File: config.mk
export PLATFORM = sky130hd
export DESIGN_NAME = riff_chunk_header_parser
export DESIGN_NICKNAME = d
export VERILOG_FILES = /design/src/rchp_pkg.sv /design/src/riff_chunk_header_parser.sv
export SDC_FILE = /design/constraint.sdc
export NUM_CORES = 1
export LEC_CHECK = 0
export BUFFER_PORTS_ARGS = -buffer_cell sky130_fd_sc_hd__buf_2
export CAP_MARGIN = 20
export CORE_MARGIN = 3
export CORE_UTILIZATION = 50
export CTS_CLUSTER_SIZE = 8
export DETAILED_ROUTE_END_ITERATION = 12
export HOLD_SLACK_MARGIN = 0.06
export PLACE_DENSITY_LB_ADDON = 0.2
export SYNTH_ARGS = -nofsm -noshare
export SYNTH_HDL_FRONTEND = slang
export SYNTH_SLANG_ARGS = --single-unit
File: constraint.sdc
create_clock -name clk -period 6.8 [get_ports clk]
set_clock_uncertainty 0.05 [all_clocks]
set_input_delay 1.36 -clock clk [delete_from_list [all_inputs] [get_ports clk]]
set_output_delay 1.36 -clock clk [all_outputs]
set_load 0.1 [all_outputs]
File: src/rchp_pkg.sv
// Shared constants and types for the RIFF chunk header parser.
`default_nettype none

package rchp_pkg;

  // Little-endian "RIFF" magic as read from bytes 0..3
  localparam logic [31:0] RIFF_MAGIC       = 32'h4646_4952;
  localparam logic [31:0] SAT32            = 32'hFFFF_FFFF;
  localparam logic [31:0] FILE_HEADER_LEN  = 32'd12;
  localparam logic [31:0] CHUNK_HEADER_LEN = 32'd8;
  localparam logic [31:0] MAGIC_LAST_POS   = 32'd3;
  localparam logic [31:0] FORM_LAST_POS    = FILE_HEADER_LEN - 32'd1;
  localparam logic [31:0] FIRST_PAYLOAD_AT = FILE_HEADER_LEN + CHUNK_HEADER_LEN;

  typedef logic [1:0]  phase_t;
  typedef logic [1:0]  kind_t;
  typedef logic [31:0] word_t;

  // Parse phase codes
  localparam phase_t PHASE_FILE   = 2'd0;
  localparam phase_t PHASE_CHUNKS = 2'd1;
  localparam phase_t PHASE_IGNORE = 2'd2;
  localparam phase_t PHASE_SPARE  = 2'd3;

  // Event kind codes
  localparam kind_t KIND_FORM   = 2'd0;
  localparam kind_t KIND_CHUNK  = 2'd1;
  localparam kind_t KIND_NOT_RIFF = 2'd2;
  localparam kind_t KIND_UNUSED = 2'd3;

endpackage

`default_nettype wire

File: src/riff_chunk_header_parser.sv
// RIFF chunk header parser: byte stream in, form word and chunk header events out.
// A result is in the output register in the cycle after the byte that completes it is accepted.
// Throughput: one byte per cycle; the input stalls only while a result waits to be taken.
// The whole step for a byte is one pass of compares and one 33-bit add before the registers.
// Reset (rst, synchronous): file-start state, byte 0 next, padding off, output empty.
// No clearing pass is needed after reset.
`default_nettype none

module riff_chunk_header_parser import rchp_pkg::*; (
  input  wire logic        clk,
  input  wire logic        rst,
  input  wire logic        cfg_write_en,
  input  wire logic        cfg_write_data,
  input  wire logic        in_valid,
  output logic             in_ready,
  input  wire logic [7:0]  data_byte,
  input  wire logic        stream_start,
  output logic             out_valid,
  input  wire logic        out_ready,
  output logic [1:0]       event_kind,
  output logic [31:0]      word_value,
  output logic [31:0]      chunk_length,
  output logic [31:0]      payload_offset
);

  logic        pad_odd_sizes;
  word_t       byte_position, byte_position_next;
  word_t       next_header_at, next_header_at_next;
  word_t       payload_at;
  logic [3:0]  header_byte_index, header_byte_index_next;
  logic [63:0] header_shift, header_shift_next;
  phase_t      parse_phase, parse_phase_next;

  // Effective state after an optional file start
  word_t       cur_pos;
  word_t       cur_nha;
  logic [3:0]  cur_hbi;
  phase_t      cur_phase;
  logic [63:0] shifted;
  logic [3:0]  hbi_inc;
  logic        collecting;
  logic [32:0] next_sum;
  logic        pad_bit;

  logic        emit;
  kind_t       emit_kind;
  word_t       emit_word;
  word_t       emit_length;
  word_t       emit_offset;
  logic        accept;

  assign in_ready = !out_valid || out_ready;
  assign accept   = in_valid && in_ready;

  // Apply a file start ahead of the byte itself
  always_comb begin
    cur_pos   = stream_start ? '0 : byte_position;
    cur_nha   = stream_start ? FILE_HEADER_LEN : next_header_at;
    cur_hbi   = stream_start ? '0 : header_byte_index;
    cur_phase = stream_start ? PHASE_FILE : parse_phase;
  end

  assign shifted    = {data_byte, header_shift[63:8]};
  assign hbi_inc    = cur_hbi + 4'd1;
  assign collecting = (cur_hbi != '0) || ((cur_pos == cur_nha) && (cur_nha != SAT32));
  assign pad_bit    = pad_odd_sizes && shifted[32];
  // Next header lies after the payload, padded to even when enabled
  assign next_sum   = {1'b0, payload_at} + {1'b0, shifted[63:32]} + {32'd0, pad_bit};

  // Per-byte parse step
  always_comb begin
    header_shift_next      = header_shift;
    header_byte_index_next = cur_hbi;
    next_header_at_next    = cur_nha;
    parse_phase_next       = cur_phase;
    byte_position_next     = (cur_pos == SAT32) ? SAT32 : cur_pos + 32'd1;
    emit        = 1'b0;
    emit_kind   = KIND_FORM;
    emit_word   = shifted[63:32];
    emit_length = '0;
    emit_offset = '0;
    unique case (cur_phase)
      PHASE_FILE: begin
        header_shift_next = shifted;
        if (cur_pos == MAGIC_LAST_POS) begin
          if (shifted[63:32] != RIFF_MAGIC) begin
            emit             = 1'b1;
            emit_kind        = KIND_NOT_RIFF;
            parse_phase_next = PHASE_IGNORE;
          end
        end else if (cur_pos == FORM_LAST_POS) begin
          emit                   = 1'b1;
          emit_kind              = KIND_FORM;
          parse_phase_next       = PHASE_CHUNKS;
          header_byte_index_next = '0;
        end
      end
      PHASE_CHUNKS: begin
        if (collecting) begin
          header_shift_next      = shifted;
          header_byte_index_next = hbi_inc;
          if (hbi_inc[3]) begin
            emit                   = 1'b1;
            emit_kind              = KIND_CHUNK;
            emit_word              = shifted[31:0];
            emit_length            = shifted[63:32];
            emit_offset            = payload_at;
            next_header_at_next    = next_sum[32] ? SAT32 : next_sum[31:0];
            header_byte_index_next = '0;
          end
        end
      end
      PHASE_IGNORE, PHASE_SPARE: begin
        header_shift_next = header_shift;
      end
      default: begin
        header_shift_next = header_shift;
      end
    endcase
  end

  // Hold the padding mode
  always_ff @(posedge clk) begin
    if (rst) begin
      pad_odd_sizes <= 1'b0;
    end else if (cfg_write_en) begin
      pad_odd_sizes <= cfg_write_data;
    end
  end

  // Advance parse state on each accepted item
  always_ff @(posedge clk) begin
    if (rst) begin
      byte_position     <= '0;
      next_header_at    <= FILE_HEADER_LEN;
      header_byte_index <= '0;
      parse_phase       <= PHASE_FILE;
    end else if (accept) begin
      byte_position     <= byte_position_next;
      next_header_at    <= next_header_at_next;
      header_byte_index <= header_byte_index_next;
      parse_phase       <= parse_phase_next;
    end
  end

  // Shift bytes in; old contents are always overwritten before use
  always_ff @(posedge clk) begin
    if (accept) begin
      header_shift <= header_shift_next;
    end
  end

  // Track the payload offset of the next header; a header needs eight
  // more items after any change of next_header_at, so the lag of this register is hidden
  always_ff @(posedge clk) begin
    if (rst) begin
      payload_at <= FIRST_PAYLOAD_AT;
    end else if (next_header_at > SAT32 - CHUNK_HEADER_LEN) begin
      payload_at <= SAT32;
    end else begin
      payload_at <= next_header_at + CHUNK_HEADER_LEN;
    end
  end

  // Output register: load a new result, drop it once taken
  always_ff @(posedge clk) begin
    if (rst) begin
      out_valid <= 1'b0;
    end else if (accept && emit) begin
      out_valid <= 1'b1;
    end else if (out_ready) begin
      out_valid <= 1'b0;
    end
  end

  always_ff @(posedge clk) begin
    if (accept && emit) begin
      event_kind     <= emit_kind;
      word_value     <= emit_word;
      chunk_length   <= emit_length;
      payload_offset <= emit_offset;
    end
  end

endmodule

`default_nettype wire

==> run metrics <==
Final min period 4010 ps; GRT Max-Usage Layer met2; Max Slew Vio Count 0; Avg WL per Cell 19.6 um; Mapped Nets 1351; Hold Vio Cnt, Final 0; fraction of registers with async set or reset after synthesis 0%; cell count of the worst hold path 0; Remaining DRCs 0; Total Power 3.62 mW; CP Buf/Inv Count 2; outcome complete, no violations; fmax 249 MHz; Buffers on Ports 114; R2R depth 12; Setup Fix Bufs, Post-CTS 0; core area 24700 um^2; Area Growth Syn to Fin 14.4%; Hold WC Path Type flop to flop; global placement routability congestion 0.899; io pins 115; FP Rows 57; Vias 10200; CTS tree done; met1 Use GR 34.2%; Final WS setup 2790 ps; Clock transition at path regs 50 ps; WP data required 7170 ps; # hold bufs at CTS 0; MaxCap Viol Count 0; leakage 5.58 nW; Max VDD drop 0.217 mV; TNS Setup 0 ps; critical path type input port to flop; drt first pass iters 7; hold slack 386 ps; first-pass GRT wire length 53900 um; Chip Height 166 um; YS warnings 0; number of global-route vias before repair 9717; remaining global-route overflow 0; R2R Path Start header_shift[40]; flops & latches, synth 258; RSZ-0062 raised after global routing no; share of the synthesized area in the top cell type 36.1%; Die ar. 27600 um^2; Clk Latency, worst-skew pair 520 ps; Clock Path Buffers 3; DP HPWL 23200 um; clock sink count 258; register-to-register setup slack 2860 ps; number of antenna diodes 0; Tot GR Track Use 24.0%; slowest stage cell, crit path o21ai_2; vias per cell 5.91; Power Density 247 nW/um^2; Worst Path Max Fanout 33; Resized Gates After CTS 0; dpl ws 2310 ps; crit path launch type input port; critical-path cell list buf_2 > nor2b_1 > ha_1 > and4b_1 > nand3_1 > nor4_4 > nand3_2 > o21ai_2 > buf_4 > o21ai_1 > a221oi_1; largest net degree at the start of global routing 97; grt met3 use 3.55%; actual transition at the worst max-transition pin 887 ps; share of cells above drive strength 1 13.8%; final period utilization 59.0%; DRT iter0 DRCs 1006; Hold Path End header_shift[18]; Setup crit end kind flop; crit-path max cell delay 470 ps; max_slew headroom 40.9%; WP data arrival 4380 ps; final wirelength 33900 um; biggest area consumer among synthesized cells edfxtp_1; hold path startpoint header_shift[26]; syn avg cell area 9.86 um^2; cell family with most CP delay simple AND/OR/NAND/NOR gates; EDFF count, synth 154; CTS buffer count 38; H-tree levels 2; nets@finish 1442; synth top area cells edfxtp_1 36%, dfxtp_1 16%, nand2_1 5.4%, a21oi_1 4.5%, ha_1 3.4%; routing usage on met2 38.6%; root buf cell clkbuf_16; Post-DRT Antenna Nets 0; sequential area share after synthesis 52.3%; Die X 166 um; Final setup viols 0; Synth Flop Type edfxtp_1; Worst R2R End next_header_at[11]; Starting Density 51.8%; post-synthesis instance total 1299; Synth cell types 79; initial antenna violation count 0; post-synthesis cell area 12800 um^2
## how the worst max path moves through the flow
stage                       startpoint               end  slack, ps  cells past startpoint
after floorplan              out_ready  header_shift[10]       1100                      4
after global placement    stream_start  byte_position[2]       2480                     11
after detailed placement  stream_start  byte_position[2]       2310                     11
after CTS                 stream_start  byte_position[2]       2850                     11
after global routing      stream_start  byte_position[2]       2490                     11
final                     stream_start  byte_position[2]       2790                     11
## power by group
part	switching, mW	total [mW]	leakage (nW)	internal (mW)
Clock	0.656	1.70	0.516	1.04
Combinational	0.128	0.190	2.93	0.0621
Sequential	0.0444	1.73	2.13	1.69
Total	0.828	3.62	5.58	2.79
## placed cells by master (no fill, tap or decap), types with 14 or more instances in the layout
master	instances
nand3_1	38
nand4_1	15
xnor2_1	34
and3_1	17
nor3_1	35
ha_1	35
xor2_1	34
a21oi_1	116
clkbuf_16	39
nor2_1	91
edfxtp_1	154
and2_1	69
buf_2	114
dfxtp_1	104
o21ai_0	47
nor4_1	15
clkbuf_1	14
nand2_1	186
inv_1	21
nand2b_1	15
a21o_1	27
## metrics by stage
stage | utilization (%) | instance area (um^2) | std cells
6_report | 59.2 | 14700 | 1730
3_5_place_dp | 54.9 | 13600 | 1674
4_1_cts | 59.2 | 14700 | 1730
5_1_grt | 59.2 | 14700 | 1730
3_3_place_gp | 54.9 | 13600 | 1674
2_1_floorplan | - | 12800 | 1299
## worst reg2reg max path, stage by stage, from the launching register on
cell	delay, ps
edfxtp_1	460
inv_1	190
fa_1	250
inv_1	70
fa_1	400
a21o_1	220
a311o_1	370
a21oi_2	390
a21oi_2	200
a31oi_2	350
a21o_1	520
a22oi_1	200
a21o_1	180
## sequential cells by signal, indices dropped and copies added (netlist names)
signal / flops
header_shift: 56
byte_position: 32
chunk_length: 32
next_header_at: 32
payload_at: 32
payload_offset: 32
word_value: 32
header_byte_index: 4
event_kind: 2
parse_phase: 2
out_valid: 1
pad_odd_sizes: 1
## cell families (layout without fill, tap and decap cells)
group	after synthesis	count (layout)	synth area share, %
adders and majority gates	37	37	3.73
muxes	4	4	0.332
DFF	258	258	52.3
AOI/OAI and AO/OA	293	293	14.7
and+or+nand+nor	540	540	21.1
xor gates and xnor gates	68	68	4.65
buffers and inverters	99	206	3.16
## final cells by class
class,count,area (um^2)
tap,324,405
timing repair buffer,126,673
clock buffer,53,1030
multi-input combinational,942,5710
sequential,258,6710
clock inverter,3,37.5
inverter,24,92.6
fill,2117,10100
## synthesized netlist by cell type, types with 15 or more instances
master,instances
xor2_1,34
a21o_1,27
dfxtp_1,104
nand4_1,15
nor2_1,93
nand2b_1,15
nor3_1,35
inv_1,23
nand3_1,38
clkbuf_1,54
o21ai_0,47
nand2_1,186
buf_2,18
and2_1,69
xnor2_1,34
nor4_1,15
ha_1,35
and3_1,17
a21oi_1,116
edfxtp_1,154
## per-layer routing
metal  part of all wire [%]  wire length (um)
met2                     46             15800
met4                    2.1               724
met3                    6.3              2140
met5                      0                 0
met1                     45             15300
(Power assumes the default switching activity.)
